`config.mk`:
```
export PLATFORM = sky130hd
export DESIGN_NAME = remote_frame_decoder_key_edges_top_flat
export DESIGN_NICKNAME = d
export VERILOG_FILES = /design/src/rtl/rfdke_pkg.sv /design/src/rtl/rfdke_if.sv /design/src/rtl/remote_frame_decoder_key_edges_top.sv /design/src/flat_wrapper.sv
export VERILOG_INCLUDE_DIRS = /design/src /design/src/rtl
export SDC_FILE = /design/constraint.sdc
export NUM_CORES = 1
export LEC_CHECK = 0
export BUFFER_PORTS_ARGS = -buffer_cell sky130_fd_sc_hd__buf_2
export CORE_MARGIN = 3
export CORE_UTILIZATION = 55
export CTS_CLUSTER_SIZE = 30
export DETAILED_ROUTE_END_ITERATION = 8
export GPL_TIMING_DRIVEN = 0
export PLACE_DENSITY = 0.75
export SYNTH_ARGS = -nofsm -noshare
export SYNTH_HDL_FRONTEND = slang
export SYNTH_SLANG_ARGS = --single-unit
```
`constraint.sdc`:
```
create_clock -name clock -period 9.7 [get_ports clock]
set_input_delay 1.455 -clock clock [delete_from_list [all_inputs] [get_ports clock]]
set_output_delay 1.455 -clock clock [all_outputs]
set_load 0.02 [all_outputs]
```
`src/rtl/remote_frame_decoder_key_edges_top_macros.svh`:
```
// Assertion macros shared by the decoder RTL.
`ifndef REMOTE_FRAME_DECODER_KEY_EDGES_TOP_MACROS_SVH
`define REMOTE_FRAME_DECODER_KEY_EDGES_TOP_MACROS_SVH

`ifndef NO_ASSERTIONS
// The consequent must hold in the same cycle as the antecedent.
`define RFDKE_ASSERT_IMP(label, clk, rst, ante, cons) \
   label: assert property (@(posedge clk) disable iff (rst) (ante) |-> (cons)) \
      else $error("rfdke: same-cycle check failed");
// The consequent must hold in the cycle after the antecedent.
`define RFDKE_ASSERT_NXT(label, clk, rst, ante, cons) \
   label: assert property (@(posedge clk) disable iff (rst) (ante) |=> (cons)) \
      else $error("rfdke: next-cycle check failed");
`else
`define RFDKE_ASSERT_IMP(label, clk, rst, ante, cons)
`define RFDKE_ASSERT_NXT(label, clk, rst, ante, cons)
`endif

`endif

```
`src/rtl/rfdke_pkg.sv`:
```
package rfdke_pkg;

   localparam int unsigned FRAME_BYTES = 18;
   localparam int unsigned POS_W       = 5;
   localparam int unsigned CH_COUNT    = 5;
   localparam int unsigned CH_IDX_W    = 3;
   localparam int unsigned CSR_ADDR_W  = 4;
   localparam int unsigned CSR_DATA_W  = 32;

   localparam logic [11:0] STICK_CENTRE = 12'd1024;
   localparam logic [10:0] CH_MASK      = 11'h7FF;
   localparam logic [3:0]  SW_LOW_MASK  = 4'h3;
   localparam logic [3:0]  SW_HIGH_MASK = 4'hC;

   localparam logic OP_BYTE  = 1'b0;
   localparam logic OP_CLEAR = 1'b1;

   localparam logic [1:0] KIND_STICKS = 2'd0;
   localparam logic [1:0] KIND_MOUSE  = 2'd1;
   localparam logic [1:0] KIND_COUNT  = 2'd2;

   localparam logic [1:0] REG_CHANNEL_LIMIT = 2'd0;
   localparam logic [1:0] REG_SHIFT_KEY_BIT = 2'd1;
   localparam logic [1:0] REG_CTRL_KEY_BIT  = 2'd2;

   localparam logic [9:0] CHANNEL_LIMIT_RESET = 10'd660;
   localparam logic [3:0] SHIFT_KEY_RESET     = 4'd4;
   localparam logic [3:0] CTRL_KEY_RESET      = 4'd5;

endpackage

```
`src/rtl/rfdke_if.sv`:
```
interface rfdke_req_if;
   logic       valid;
   logic       ready;
   logic       op;
   logic [7:0] frame_byte;
   logic       frame_start;

   modport source (output valid, op, frame_byte, frame_start, input ready);
   modport sink   (input valid, op, frame_byte, frame_start, output ready);
endinterface

interface rfdke_rsp_if;
   logic        valid;
   logic        ready;
   logic [1:0]  kind;
   logic [15:0] word_a;
   logic [15:0] word_b;
   logic [15:0] word_c;
   logic [15:0] word_d;
   logic [15:0] word_e;
   logic [7:0]  small_f;
   logic [7:0]  small_g;
   logic        last;

   modport source (output valid, kind, word_a, word_b, word_c, word_d, word_e,
                   small_f, small_g, last, input ready);
   modport sink   (input valid, kind, word_a, word_b, word_c, word_d, word_e,
                   small_f, small_g, last, output ready);
endinterface

```
`src/rtl/remote_frame_decoder_key_edges_top.sv`:
```
// Remote-control frame decoder with key-press edge counting.
// req_ch carries one frame byte per transfer (or a clear operation); rsp_ch
// carries the decoded results. Each channel is a valid/ready handshake.
// A frame byte is taken whenever the block is idle, so bytes may follow back to back.
// On the last of the 18 bytes one shared subtract-and-compare unit works
// through the five stick channels, one per cycle. Then the sticks item and
// the mouse/keys item leave one after the other, followed by one count item
// per key. For each key the sequencer first reads its counter row from the
// count memory, then updates it, writes it back and loads the result.
// The block is ready for the next frame once the last count item is loaded.
// A clear transfer returns no result.
// The result register is refilled as soon as the receiver takes its item; a
// stalled receiver holds the sequencer, and req_ch stays not ready meanwhile.
// Reset zeroes the byte position, previous keys and all counts (through a
// valid bit per counter row) and loads the register reset values.
// csr_* is an APB-style register port; writes take effect at once.
`include "remote_frame_decoder_key_edges_top_macros.svh"

module remote_frame_decoder_key_edges_top #(
   parameter int unsigned NUM_KEYS    = 16,
   parameter int unsigned COUNT_WIDTH = 16
) (
   input  logic                                 clock,
   input  logic                                 reset,
   rfdke_req_if.sink                            req_ch,
   rfdke_rsp_if.source                          rsp_ch,
   input  logic                                 csr_psel,
   input  logic                                 csr_penable,
   input  logic                                 csr_pwrite,
   input  logic [rfdke_pkg::CSR_ADDR_W-1:0]     csr_paddr,
   input  logic [rfdke_pkg::CSR_DATA_W-1:0]     csr_pwdata,
   output logic [rfdke_pkg::CSR_DATA_W-1:0]     csr_prdata,
   output logic                                 csr_pready
);

   localparam int unsigned KEY_W = (NUM_KEYS > 1) ? $clog2(NUM_KEYS) : 1;
   localparam int unsigned ROW_W = 3 * COUNT_WIDTH;

   typedef enum logic [2:0] {
      ST_IDLE,
      ST_CHAN,
      ST_EMIT_STICKS,
      ST_EMIT_MOUSE,
      ST_KEY_READ,
      ST_KEY_UPDATE
   } state_type;

   // Configuration registers
   logic [9:0] channel_limit_ff;
   logic [3:0] shift_key_bit_ff;
   logic [3:0] ctrl_key_bit_ff;
   logic       csr_write;

   // Sequencer and data path
   state_type                      state_ff;
   logic [rfdke_pkg::POS_W-1:0]    pos_ff;
   logic [rfdke_pkg::CH_IDX_W-1:0] ch_idx_ff;
   logic [KEY_W-1:0]               key_ff;
   logic [15:0]                    prev_keys_ff;
   logic [NUM_KEYS-1:0]            cnt_valid_ff;
   logic [7:0]                     frame_ff [rfdke_pkg::FRAME_BYTES];
   logic [15:0]                    ch_ff [rfdke_pkg::CH_COUNT];

   logic [ROW_W-1:0] cnt_mem [NUM_KEYS];
   logic [ROW_W-1:0] cnt_rd_ff;
   logic [ROW_W-1:0] cnt_row_in;

   // Result register
   logic        rsp_valid_ff;
   logic [1:0]  rsp_kind_ff;
   logic [15:0] rsp_word_a_ff;
   logic [15:0] rsp_word_b_ff;
   logic [15:0] rsp_word_c_ff;
   logic [15:0] rsp_word_d_ff;
   logic [15:0] rsp_word_e_ff;
   logic [7:0]  rsp_small_f_ff;
   logic [7:0]  rsp_small_g_ff;
   logic        rsp_last_ff;

   logic                        req_accept;
   logic                        out_free;
   logic                        rsp_load;
   logic [rfdke_pkg::POS_W-1:0] wr_pos;
   logic                        frame_done;
   logic                        last_key;
   logic                        cnt_we;

   logic [10:0]        ch_raw;
   logic signed [11:0] ch_diff;
   logic signed [11:0] ch_lim;
   logic [15:0]        ch_val_in;

   logic [15:0] keys;
   logic        ctrl_held;
   logic        shift_held;
   logic        prev_ctrl_held;
   logic        prev_shift_held;
   logic [15:0] keys_ctrl;
   logic [15:0] keys_shift;
   logic [3:0]  key_num;
   logic        key_counted;
   logic [2:0]  cnt_inc;
   logic [COUNT_WIDTH-1:0] cnt_old [3];
   logic [COUNT_WIDTH-1:0] cnt_new_in [3];
   logic [31:0]            cnt_wide [3];

   // Register port
   assign csr_pready = 1'b1;
   assign csr_write  = csr_psel && csr_penable && csr_pwrite;

   always_ff @(posedge clock) begin
      if (reset) begin
         channel_limit_ff <= rfdke_pkg::CHANNEL_LIMIT_RESET;
         shift_key_bit_ff <= rfdke_pkg::SHIFT_KEY_RESET;
         ctrl_key_bit_ff  <= rfdke_pkg::CTRL_KEY_RESET;
      end else if (csr_write) begin
         case (csr_paddr[3:2])
            rfdke_pkg::REG_CHANNEL_LIMIT: channel_limit_ff <= csr_pwdata[9:0];
            rfdke_pkg::REG_SHIFT_KEY_BIT: shift_key_bit_ff <= csr_pwdata[3:0];
            rfdke_pkg::REG_CTRL_KEY_BIT:  ctrl_key_bit_ff  <= csr_pwdata[3:0];
            default: ;
         endcase
      end
   end

   always_comb begin
      case (csr_paddr[3:2])
         rfdke_pkg::REG_CHANNEL_LIMIT: csr_prdata = {22'd0, channel_limit_ff};
         rfdke_pkg::REG_SHIFT_KEY_BIT: csr_prdata = {28'd0, shift_key_bit_ff};
         rfdke_pkg::REG_CTRL_KEY_BIT:  csr_prdata = {28'd0, ctrl_key_bit_ff};
         default:                      csr_prdata = '0;
      endcase
   end

   // Handshakes
   assign req_ch.ready = (state_ff == ST_IDLE);
   assign req_accept   = req_ch.valid && (state_ff == ST_IDLE);
   assign out_free     = !rsp_valid_ff || rsp_ch.ready;
   assign rsp_load     = out_free && ((state_ff == ST_EMIT_STICKS) ||
                                      (state_ff == ST_EMIT_MOUSE) ||
                                      (state_ff == ST_KEY_UPDATE));

   assign wr_pos     = req_ch.frame_start ? '0 : pos_ff;
   assign frame_done = (wr_pos == rfdke_pkg::POS_W'(rfdke_pkg::FRAME_BYTES - 1));

   // Shared channel unit: raw 11-bit field minus the offset, zeroed when
   // its magnitude exceeds the limit.
   always_comb begin
      case (ch_idx_ff)
         3'd0:    ch_raw = {frame_ff[1][2:0], frame_ff[0]};
         3'd1:    ch_raw = {frame_ff[2][5:0], frame_ff[1][7:3]};
         3'd2:    ch_raw = {frame_ff[4][0], frame_ff[3], frame_ff[2][7:6]};
         3'd3:    ch_raw = {frame_ff[5][3:0], frame_ff[4][7:1]};
         default: ch_raw = {frame_ff[17][2:0], frame_ff[16]};
      endcase
      ch_diff   = signed'({1'b0, ch_raw & rfdke_pkg::CH_MASK} - rfdke_pkg::STICK_CENTRE);
      ch_lim    = signed'({2'b00, channel_limit_ff});
      ch_val_in = ((ch_diff > ch_lim) || (ch_diff < -ch_lim)) ? 16'd0
                                                              : {{4{ch_diff[11]}}, ch_diff};
   end

   // Key masks and the edge tests of the current key
   assign keys            = {frame_ff[15], frame_ff[14]};
   assign ctrl_held       = keys[ctrl_key_bit_ff];
   assign shift_held      = keys[shift_key_bit_ff];
   assign prev_ctrl_held  = prev_keys_ff[ctrl_key_bit_ff];
   assign prev_shift_held = prev_keys_ff[shift_key_bit_ff];
   assign keys_ctrl       = ctrl_held ? keys : 16'd0;
   assign keys_shift      = shift_held ? keys : 16'd0;
   assign key_num         = 4'(key_ff);
   assign key_counted     = (key_num != shift_key_bit_ff) && (key_num != ctrl_key_bit_ff);
   assign last_key        = (key_ff == KEY_W'(NUM_KEYS - 1));
   assign cnt_we          = (state_ff == ST_KEY_UPDATE) && out_free;

   always_comb begin
      cnt_inc[0] = key_counted && keys[key_num] && !prev_keys_ff[key_num]
                   && !ctrl_held && !shift_held;
      cnt_inc[1] = key_counted && ctrl_held && keys[key_num]
                   && !(prev_ctrl_held && prev_keys_ff[key_num]);
      cnt_inc[2] = key_counted && shift_held && keys[key_num]
                   && !(prev_shift_held && prev_keys_ff[key_num]);
      for (int j = 0; j < 3; j++) begin
         cnt_old[j]    = cnt_valid_ff[key_ff] ? cnt_rd_ff[j*COUNT_WIDTH +: COUNT_WIDTH]
                                              : '0;
         cnt_new_in[j] = cnt_old[j] + COUNT_WIDTH'(cnt_inc[j]);
         cnt_wide[j]   = 32'(cnt_new_in[j]);
      end
      cnt_row_in = {cnt_new_in[2], cnt_new_in[1], cnt_new_in[0]};
   end

   // Count memory: one row of three counters per key
   always_ff @(posedge clock) begin
      if (cnt_we) begin
         cnt_mem[key_ff] <= cnt_row_in;
      end
      if (state_ff == ST_KEY_READ) begin
         cnt_rd_ff <= cnt_mem[key_ff];
      end
   end

   // Sequencer and result register
   always_ff @(posedge clock) begin
      if (reset) begin
         state_ff     <= ST_IDLE;
         pos_ff       <= '0;
         ch_idx_ff    <= '0;
         key_ff       <= '0;
         prev_keys_ff <= '0;
         cnt_valid_ff <= '0;
         rsp_valid_ff <= 1'b0;
      end else begin
         if (rsp_load) begin
            rsp_valid_ff <= 1'b1;
         end else if (rsp_valid_ff && rsp_ch.ready) begin
            rsp_valid_ff <= 1'b0;
         end
         case (state_ff)
            ST_IDLE: begin
               if (req_accept) begin
                  if (req_ch.op == rfdke_pkg::OP_CLEAR) begin
                     prev_keys_ff <= '0;
                     cnt_valid_ff <= '0;
                  end else begin
                     frame_ff[wr_pos] <= req_ch.frame_byte;
                     if (frame_done) begin
                        pos_ff    <= '0;
                        ch_idx_ff <= '0;
                        state_ff  <= ST_CHAN;
                     end else begin
                        pos_ff <= wr_pos + 1'b1;
                     end
                  end
               end
            end
            ST_CHAN: begin
               ch_ff[ch_idx_ff] <= ch_val_in;
               if (ch_idx_ff == rfdke_pkg::CH_IDX_W'(rfdke_pkg::CH_COUNT - 1)) begin
                  state_ff <= ST_EMIT_STICKS;
               end else begin
                  ch_idx_ff <= ch_idx_ff + 1'b1;
               end
            end
            ST_EMIT_STICKS: begin
               if (out_free) begin
                  rsp_kind_ff    <= rfdke_pkg::KIND_STICKS;
                  rsp_word_a_ff  <= ch_ff[0];
                  rsp_word_b_ff  <= ch_ff[1];
                  rsp_word_c_ff  <= ch_ff[2];
                  rsp_word_d_ff  <= ch_ff[3];
                  rsp_word_e_ff  <= ch_ff[4];
                  rsp_small_f_ff <= {4'd0, frame_ff[5][7:4] & rfdke_pkg::SW_LOW_MASK};
                  rsp_small_g_ff <= {4'd0, (frame_ff[5][7:4] & rfdke_pkg::SW_HIGH_MASK) >> 2};
                  rsp_last_ff    <= 1'b0;
                  state_ff       <= ST_EMIT_MOUSE;
               end
            end
            ST_EMIT_MOUSE: begin
               if (out_free) begin
                  rsp_kind_ff    <= rfdke_pkg::KIND_MOUSE;
                  rsp_word_a_ff  <= {frame_ff[7], frame_ff[6]};
                  rsp_word_b_ff  <= {frame_ff[9], frame_ff[8]};
                  rsp_word_c_ff  <= keys;
                  rsp_word_d_ff  <= keys_ctrl;
                  rsp_word_e_ff  <= keys_shift;
                  rsp_small_f_ff <= frame_ff[12];
                  rsp_small_g_ff <= frame_ff[13];
                  rsp_last_ff    <= 1'b0;
                  key_ff         <= '0;
                  state_ff       <= ST_KEY_READ;
               end
            end
            ST_KEY_READ: begin
               state_ff <= ST_KEY_UPDATE;
            end
            ST_KEY_UPDATE: begin
               if (out_free) begin
                  cnt_valid_ff[key_ff] <= 1'b1;
                  rsp_kind_ff    <= rfdke_pkg::KIND_COUNT;
                  rsp_word_a_ff  <= cnt_wide[0][15:0];
                  rsp_word_b_ff  <= cnt_wide[1][15:0];
                  rsp_word_c_ff  <= cnt_wide[2][15:0];
                  rsp_word_d_ff  <= 16'd0;
                  rsp_word_e_ff  <= 16'd0;
                  rsp_small_f_ff <= 8'(key_ff);
                  rsp_small_g_ff <= 8'd0;
                  rsp_last_ff    <= last_key;
                  if (last_key) begin
                     // Previous keys move on only once every key has been compared.
                     prev_keys_ff <= keys;
                     state_ff     <= ST_IDLE;
                  end else begin
                     key_ff   <= key_ff + 1'b1;
                     state_ff <= ST_KEY_READ;
                  end
               end
            end
            default: begin
               state_ff <= ST_IDLE;
            end
         endcase
      end
   end

   assign rsp_ch.valid   = rsp_valid_ff;
   assign rsp_ch.kind    = rsp_kind_ff;
   assign rsp_ch.word_a  = rsp_word_a_ff;
   assign rsp_ch.word_b  = rsp_word_b_ff;
   assign rsp_ch.word_c  = rsp_word_c_ff;
   assign rsp_ch.word_d  = rsp_word_d_ff;
   assign rsp_ch.word_e  = rsp_word_e_ff;
   assign rsp_ch.small_f = rsp_small_f_ff;
   assign rsp_ch.small_g = rsp_small_g_ff;
   assign rsp_ch.last    = rsp_last_ff;

   // The final item of a frame is always a count item.
   `RFDKE_ASSERT_IMP(a_last_is_count, clock, reset, rsp_valid_ff && rsp_last_ff, rsp_kind_ff == rfdke_pkg::KIND_COUNT)
   // A clear transfer leaves every counter row reading as zero.
   `RFDKE_ASSERT_NXT(a_clear_counts, clock, reset, req_accept && (req_ch.op == rfdke_pkg::OP_CLEAR), (cnt_valid_ff == '0) && (prev_keys_ff == 16'd0))
   // The byte position never runs past the frame.
   `RFDKE_ASSERT_IMP(a_pos_range, clock, reset, 1'b1, pos_ff < rfdke_pkg::POS_W'(rfdke_pkg::FRAME_BYTES))
   // Count items carry a key index that exists.
   `RFDKE_ASSERT_IMP(a_key_index, clock, reset, rsp_valid_ff && (rsp_kind_ff == rfdke_pkg::KIND_COUNT), rsp_small_f_ff < 8'(NUM_KEYS))

endmodule
```
`src/flat_wrapper.sv`:
```
// flat-port wrapper written by rule: the top's interface ports become plain ports
module remote_frame_decoder_key_edges_top_flat 
#(
   parameter int unsigned NUM_KEYS    = 16,
   parameter int unsigned COUNT_WIDTH = 16
)
  (clock, reset, csr_psel, csr_penable, csr_pwrite, csr_paddr, csr_pwdata, csr_prdata, csr_pready, req_ch_valid, req_ch_op, req_ch_frame_byte, req_ch_frame_start, req_ch_ready, rsp_ch_valid, rsp_ch_kind, rsp_ch_word_a, rsp_ch_word_b, rsp_ch_word_c, rsp_ch_word_d, rsp_ch_word_e, rsp_ch_small_f, rsp_ch_small_g, rsp_ch_last, rsp_ch_ready);
  rfdke_req_if req_ch_i ();
  rfdke_rsp_if rsp_ch_i ();
  input  logic clock;
  input  logic reset;
  input  logic csr_psel;
  input  logic csr_penable;
  input  logic csr_pwrite;
  input  logic [rfdke_pkg::CSR_ADDR_W-1:0] csr_paddr;
  input  logic [rfdke_pkg::CSR_DATA_W-1:0] csr_pwdata;
  output logic [rfdke_pkg::CSR_DATA_W-1:0] csr_prdata;
  output logic csr_pready;
  input wire logic [$bits(req_ch_i.valid)-1:0] req_ch_valid;
  input wire logic [$bits(req_ch_i.op)-1:0] req_ch_op;
  input wire logic [$bits(req_ch_i.frame_byte)-1:0] req_ch_frame_byte;
  input wire logic [$bits(req_ch_i.frame_start)-1:0] req_ch_frame_start;
  output wire logic [$bits(req_ch_i.ready)-1:0] req_ch_ready;
  output wire logic [$bits(rsp_ch_i.valid)-1:0] rsp_ch_valid;
  output wire logic [$bits(rsp_ch_i.kind)-1:0] rsp_ch_kind;
  output wire logic [$bits(rsp_ch_i.word_a)-1:0] rsp_ch_word_a;
  output wire logic [$bits(rsp_ch_i.word_b)-1:0] rsp_ch_word_b;
  output wire logic [$bits(rsp_ch_i.word_c)-1:0] rsp_ch_word_c;
  output wire logic [$bits(rsp_ch_i.word_d)-1:0] rsp_ch_word_d;
  output wire logic [$bits(rsp_ch_i.word_e)-1:0] rsp_ch_word_e;
  output wire logic [$bits(rsp_ch_i.small_f)-1:0] rsp_ch_small_f;
  output wire logic [$bits(rsp_ch_i.small_g)-1:0] rsp_ch_small_g;
  output wire logic [$bits(rsp_ch_i.last)-1:0] rsp_ch_last;
  input wire logic [$bits(rsp_ch_i.ready)-1:0] rsp_ch_ready;
  assign req_ch_i.valid = req_ch_valid;
  assign req_ch_i.op = req_ch_op;
  assign req_ch_i.frame_byte = req_ch_frame_byte;
  assign req_ch_i.frame_start = req_ch_frame_start;
  assign req_ch_ready = req_ch_i.ready;
  assign rsp_ch_valid = rsp_ch_i.valid;
  assign rsp_ch_kind = rsp_ch_i.kind;
  assign rsp_ch_word_a = rsp_ch_i.word_a;
  assign rsp_ch_word_b = rsp_ch_i.word_b;
  assign rsp_ch_word_c = rsp_ch_i.word_c;
  assign rsp_ch_word_d = rsp_ch_i.word_d;
  assign rsp_ch_word_e = rsp_ch_i.word_e;
  assign rsp_ch_small_f = rsp_ch_i.small_f;
  assign rsp_ch_small_g = rsp_ch_i.small_g;
  assign rsp_ch_last = rsp_ch_i.last;
  assign rsp_ch_i.ready = rsp_ch_ready;
  remote_frame_decoder_key_edges_top #(.NUM_KEYS(NUM_KEYS), .COUNT_WIDTH(COUNT_WIDTH)) u_core (.clock(clock), .reset(reset), .req_ch(req_ch_i), .rsp_ch(rsp_ch_i), .csr_psel(csr_psel), .csr_penable(csr_penable), .csr_pwrite(csr_pwrite), .csr_paddr(csr_paddr), .csr_pwdata(csr_pwdata), .csr_prdata(csr_prdata), .csr_pready(csr_pready));
endmodule
```
==> flow_summary.yaml, run 1 <==
grt:
  grt_pass1_vias: 25700
  grt.total_usage_pct: 28.8
  gr-usage-met1_pct: 38.5
  grtUsageMet3_pct: 7.35
  grt_max_degree: 43
  grt_antenna_before_repair: 5
  grt.busiest_layer: "met2"
  grt_pass1_wl_um: 178000
  met2_usage_pct: 45.9
  grt.overflow.total: 0
timing:
  rsz0062_at_grt: "no"
  timing.final.max_slew_violations: 0
  setup_violations: 0
  hold_violations: 0
  holdWs_ns: 0.481
  tightest_slew_ns: 1.40
  fin_crit_ns: 6.02
  max_freq_mhz: 166
  fin_crit_sh_pct: 62.0
  fin_setup_tns_ns: 0
  slew_headroom_pct: 6.33
  final.setup_skew_ns: 0.0316
cts:
  post_cts_buffers: 0
  root_buffer: "clkbuf_16"
  post_cts_resized: 0
  cts.sinks: 1159
  clk_path_buf_depth: 3
  clk_latency_ns: 0.68
  cts_tree: "built"
  ctsHtreeMaxLevel: 3
  clkTransAtPathRegs_ns: 0.07
  cts_buffers: 111
  hold_buffers: 0
status:
  status: "finished clean"
floorplanning:
  chipWidth_um: 295
  start_util_pct: 55.8
  die_h_um: 295
  coreArea_um2: 82500
  rows: 105
  die_area_um2: 87200
  io_pins: 187
synth:
  synth_area_leaders: "edfxtp_1 71%, mux4_2 13%, dfxtp_1 2.9%"
  avgSynthCellArea_um2: 19.5
  synth_seq_area_share_pct: 74.2
  netlist_area_um2: 46000
  ys.flop_type: "edfxtp_1"
  async_reset_ff_share_pct: 0
  synth_top_area_cell: "edfxtp_1"
  syn-instance-count: 2367
  ys_seq_elements: 1159
  synth_edf_count: 1093
  synth_warnings: 0
  yosysUniqueCellTypes: 60
  synth_top_area_share_pct: 71.3
critical_path:
  critical_path_class: "reg2reg"
  crit_fanout: 17
  critical_path_arrival_ns: 6.55
  worstReg2RegEnd: "u_core.rsp_ch.word_a[12]"
  r2r_slack_ns: 3.68
  cp-end-kind: "flop"
  required_ns: 10.23
  ff2ff_path_depth: 14
  startpoint_type: "flop"
  reg2reg_from: "u_core.key_ff[1]"
pwr:
  switching_share_pct: 19.5
  combPwrFrac_pct: 1.4
  irDropWorstVdd_uv: 145
  leakage_nw: 17.2
  p_seq_share_pct: 54.5
  p_per_area_nw_per_um2: 189
  clock_power_share_pct: 44.1
  internal-power_mw: 8.02
  switching_power_mw: 1.95
routing:
  post-route-drc-count: 0
  firstDrtPassIters: 8
  routed_wl_um: 124000
  vias: 25800
  via_per_inst: 6.71
  first_iter_violations: 3902
  antenna_left: 0
  drt-wirelength-per-cell_um: 32.4
layout:
  layout_common_cells: "1093 x edfxtp_1, 273 x mux4_2, 172 x buf_2"
  drive_gt1_share_pct: 26.0
  nets: 2774
  area_growth_pct: 14.6
  layout_commonest_cell: "edfxtp_1"
placed_design:
  dp_hpwl_um: 76500
  globalplace.congestion: 0.933
  port_buffers: 139
hold_path:
  min_path_type: "reg2reg"
  worstHoldPathCells: 2
  worstHoldStart: "u_core.cnt_valid_ff[7]"
  whs_endpoint: "u_core.cnt_valid_ff[7]"
run:
  cap_violations: 0
## synth_stat cells (12+ instances only)
| master | instances |
|---|---|
| xnor2_1 | 28 |
| edfxtp_1 | 1093 |
| mux4_2 | 273 |
| dfxtp_1 | 66 |
| buf_4 | 25 |
| a32o_1 | 14 |
| o21a_1 | 12 |
| and2_1 | 20 |
| and3_1 | 21 |
| inv_1 | 30 |
| buf_1 | 19 |
| buf_2 | 34 |
| xor2_1 | 28 |
| a21oi_1 | 28 |
| a22oi_1 | 50 |
| a22o_1 | 13 |
| a221o_1 | 42 |
| nand2_1 | 82 |
| nor2b_1 | 17 |
| nor3_1 | 50 |
| nor2_1 | 126 |
| nand3_1 | 33 |
| or3_1 | 12 |
| clkbuf_1 | 74 |
| o21ai_0 | 19 |
| a31oi_1 | 18 |
| ha_1 | 41 |
## layout make-up
type | count | area, um^2
antenna | 1 | 2.50
inverter | 31 | 116
multi-input combinational | 1043 | 11300
buffer | 155 | 743
sequential | 1159 | 34100
tap | 1070 | 1340
fill | 5426 | 29700
clock inverter | 68 | 774
timing repair buffer | 179 | 1390
clock buffer | 137 | 2920
## layer usage
layer	share of wire, %	vias to the layer above
li1	-	10300
met1	35	13300
met2	48	1866
met3	13	355
met4	4.5	4
met5	0.020	-
## sequential cells by signal, summed over array words and instances (netlist names), 2 cells and up
name / flops
u_core.ch_ff: 55
u_core.ch_idx_ff: 3
u_core.channel_limit_ff: 10
u_core.cnt_mem: 768
u_core.cnt_rd_ff: 48
u_core.cnt_valid_ff: 16
u_core.ctrl_key_bit_ff: 4
u_core.frame_ff: 123
u_core.key_ff: 4
u_core.pos_ff: 5
u_core.prev_keys_ff: 16
u_core.rsp_ch.kind: 2
u_core.rsp_ch.small_f: 8
u_core.rsp_ch.small_g: 8
u_core.rsp_ch.word_a: 16
u_core.rsp_ch.word_b: 16
u_core.rsp_ch.word_c: 16
u_core.rsp_ch.word_d: 16
u_core.rsp_ch.word_e: 16
u_core.shift_key_bit_ff: 4
u_core.state_ff: 3
## power groups by stage
stage / combinational (mW) / clock, mW / sequential (mW)
floorplan: 0.0724 / 0 / 5.54
global placement: 0.127 / 0 / 5.54
detailed placement: 0.135 / 0 / 5.54
CTS: 0.136 / 4.42 / 5.43
global route: 0.149 / 4.63 / 5.43
finish: 0.141 / 4.39 / 5.43
## worst max path at each step
stage               cells past startpoint        startpoint                       end
floorplan                               3             reset     u_core.rsp_ch.kind[0]
global placement                        4             reset  u_core.rsp_ch.word_a[10]
detailed placement                     16  u_core.key_ff[1]  u_core.rsp_ch.word_a[12]
CTS                                    14  u_core.key_ff[1]  u_core.rsp_ch.word_a[12]
global route                           14  u_core.key_ff[1]  u_core.rsp_ch.word_a[12]
finish                                 14  u_core.key_ff[1]  u_core.rsp_ch.word_a[12]
## metrics by stage
step | instance area, um^2 | utilization [%] | cells | power (mW) | worst slack, ns
after floorplan | 46100 | - | 2388 | 5.61 | 0.494
after global routing | 52800 | 63.9 | 3842 | 10.2 | 3.55
final | 52800 | 63.9 | 3843 | 9.97 | 3.68
after detailed placement | 49000 | 59.4 | 3637 | 5.68 | 3.80
after global placement | 48200 | 58.4 | 3597 | 5.67 | -3.17
after CTS | 52700 | 63.9 | 3842 | 9.99 | 3.80
## kinds of logic (layout without fill, tap and decap cells)
logic type	Yosys count	count (layout)	share of synthesized area, %
simple gates	414	414	4.46
fa+ha+maj	41	41	1.11
flops	1159	1159	74.2
mux	282	282	13.5
xor+xnor	56	56	1.07
other cells	2	24	0.0163
compound gates	227	227	3.79
buf+inv	186	570	1.86
## worst max-delay path, stage by stage, from the launching register on
cell and delay, ns:
dfxtp_1 0.41, buf_2 0.35, clkbuf_1 0.92, mux4_2 0.41, a22oi_1 0.11, a21oi_1 0.25, nor4b_2 0.51, ha_1 0.36
ha_1 0.35, nand4_1 0.24, nor3_1 0.55, nand3_1 0.21, xor2_1 0.18, nor2_1 0.76, a221o_1 0.27
Power figures use the tool's default switching activity.
==> inputs of run 2 (changes only) <==
- CORE_UTILIZATION: 55 -> 61
- PLACE_DENSITY: 0.75 -> 0.79
- clock period: 9.7 -> 5.7 ns (I/O delays scaled with it)
==> run 2 against run 1 <==
Net effect: the run now ends with max-capacitance violations, max-slew violations left; worst setup slack got worse by 3.6 ns; critical path depth did not move; first-iteration DRC count fell by 0.62%; power rose by 67%.
==> flow_summary.yaml, run 2 (synthesis results as in run 1) <==
status:
  status: "finished with violations"
  failed_checks: "max-capacitance violations, max-slew violations"
cts:
  ctsHtreeMaxLevel: 3
  cts_buffers: 111
  hold_buffers: 0
  root_buffer: "clkbuf_16"
  clk_path_buf_depth: 3
  post_cts_buffers: 0
  cts_tree: "built"
  clk_latency_ns: 0.69
  clkTransAtPathRegs_ns: 0.07
  cts.sinks: 1159
grt:
  grt_pass1_wl_um: 178000
  grt_max_degree: 39
  grt_antenna_before_repair: 5
  grt_pass1_vias: 26100
  grt.overflow.total: 0
  grt.total_usage_pct: 31.9
timing:
  hold_violations: 0
  max_freq_mhz: 178
  final.setup_skew_ns: 0.0260
  fin_crit_sh_pct: 98.8
  slew_headroom_pct: -9.64
  timing.final.max_slew_violations: 6
  fin_crit_ns: 5.63
  holdWs_ns: 0.392
  rsz0062_at_grt: "no"
  tightest_slew_ns: 1.64
  setup_violations: 0
routing:
  antenna_left: 0
  routed_wl_um: 124000
  drt-wirelength-per-cell_um: 33.2
  first_iter_violations: 3878
  top_layer: "met5"
  wl_met1_um: 43100
  route.met2.wl_um: 58700
  wl_met3_um: 15700
  via_per_inst: 6.98
  firstDrtPassIters: 6
  post-route-drc-count: 0
  vias: 26100
floorplanning:
  chipWidth_um: 281
  die_area_um2: 78800
  die_h_um: 281
  coreArea_um2: 74600
  rows: 100
  start_util_pct: 61.7
  io_pins: 187
critical_path:
  crit_chain: "buf_2, clkbuf_1, mux4_2, a22oi_1, a21oi_1, nor4b_2, ha_1, ha_1, nand4_1, nor3_1, nand3_1, xor2_1, nor2_2, a221o_1"
  ff2ff_path_depth: 14
  worst-path-buf-inv: 2
  cp-end-kind: "flop"
  crit_slowest_cell: "clkbuf_1"
  crit_fanout: 17
  worstReg2RegEnd: "u_core.rsp_ch.word_a[12]"
  reg2reg_from: "u_core.key_ff[1]"
  critical_path_class: "reg2reg"
  required_ns: 6.24
  max_stage_delay_ns: 0.79
  r2r_slack_ns: 0.07
  crit_top_cell: "ha_1"
  critical_path_arrival_ns: 6.18
  startpoint_type: "flop"
  path_delay_family: "simple AND/OR/NAND/NOR gates"
layout:
  largest_reg_flops: 768
  layout_commonest_cell: "edfxtp_1"
  largestRegisters: "u_core.cnt_mem (768), u_core.frame_ff (123), u_core.ch_ff (55)"
  nets: 2768
  area_growth_pct: 14.0
  layout_common_cells: "1093 x edfxtp_1, 273 x mux4_2, 175 x buf_2"
  drive_gt1_share_pct: 26.1
  top_register: "u_core.cnt_mem"
  fin_util_pct: 70.4
hold_path:
  worstHoldPathCells: 2
  min_path_type: "in2reg"
  whs_endpoint: "u_core.channel_limit_ff[7]"
  worstHoldStart: "csr_pwdata[7]"
placed_design:
  globalplace.congestion: 0.918
  port_buffers: 139
  dp_hpwl_um: 75300
run:
  cap_violations: 1
pwr:
  irDropWorstVdd_uv: 213
  p_per_area_nw_per_um2: 318
  leakage_nw: 17.2
==> run 2: cell count changes in the layout (fill, tap and decap cells not counted), sizes merged <==
cell	before	now
buf	260	254
bufinv	16	8
clkbuf	211	212
clkinv	46	49
clkinvlp	4	6
inv	33	36
==> run 2: report_power, final <==
part | switching, mW | internal, mW
sequential | 0.00383 | 9.24
clock | 3.15 | 4.06
combinational | 0.185 | 0.0552
total | 3.33 | 13.4
==> run 2: how the worst max path moves through the flow <==
stage                                to  depth (start not counted)  slack [ns]             start
4_1_cts        u_core.rsp_ch.word_a[11]                         15        0.01  u_core.key_ff[1]
5_1_grt        u_core.rsp_ch.word_a[12]                         14        0.01  u_core.key_ff[1]
2_1_floorplan     u_core.rsp_ch.kind[0]                          3        0.10             reset
6_report       u_core.rsp_ch.word_a[12]                         14        0.07  u_core.key_ff[1]
3_3_place_gp   u_core.rsp_ch.word_a[11]                          4       -2.14             reset
3_5_place_dp   u_core.rsp_ch.word_a[12]                         16       -0.15  u_core.key_ff[1]
==> run 2: area by class of cell <==
type / count / area, um^2
flip-flops and latches: 1159 / 34100
fillers: 4348 / 22100
multi-input cells: 1043 / 11300
clock buffers: 138 / 2960
repair buffers: 174 / 1380
well taps: 969 / 1210
plain buffers: 154 / 739
clock inverters: 68 / 603
inverters: 31 / 116
diodes: 1 / 2.50
==> run 2: layer usage <==
layer / up-vias / GRT usage [%]
li1: 10300 / -
met1: 13200 / 43.5
met2: 2146 / 49.4
met3: 394 / 7.67
met4: 8 / 15.7
met5: - / 0
==> run 2: per-stage QoR <==
| step | setup slack [ns] | TNS [ns] | total power [mW] | cells | cell area (um^2) |
|---|---|---|---|---|---|
| 3_3_place_gp | -2.14 | -302.34 | 9.64 | 3496 | 48000 |
| 2_1_floorplan | 0.103 | 0 | 9.55 | 2388 | 46100 |
| 4_1_cts | 0.00984 | 0 | 16.7 | 3736 | 52500 |
| 6_report | 0.0680 | 0 | 16.7 | 3737 | 52500 |
| 5_1_grt | 0.0108 | 0 | 17.1 | 3736 | 52500 |
| 3_5_place_dp | -0.147 | -1.98 | 9.66 | 3530 | 48900 |
==> run 2: repair_timing <==
item | 4_1_cts | 5_1_grt
setup endpoints to repair | 69 | 205
pin swaps | 0 | 0
endpoints found under the hold margin | 0 | 0
gates resized for setup | 5 | 3
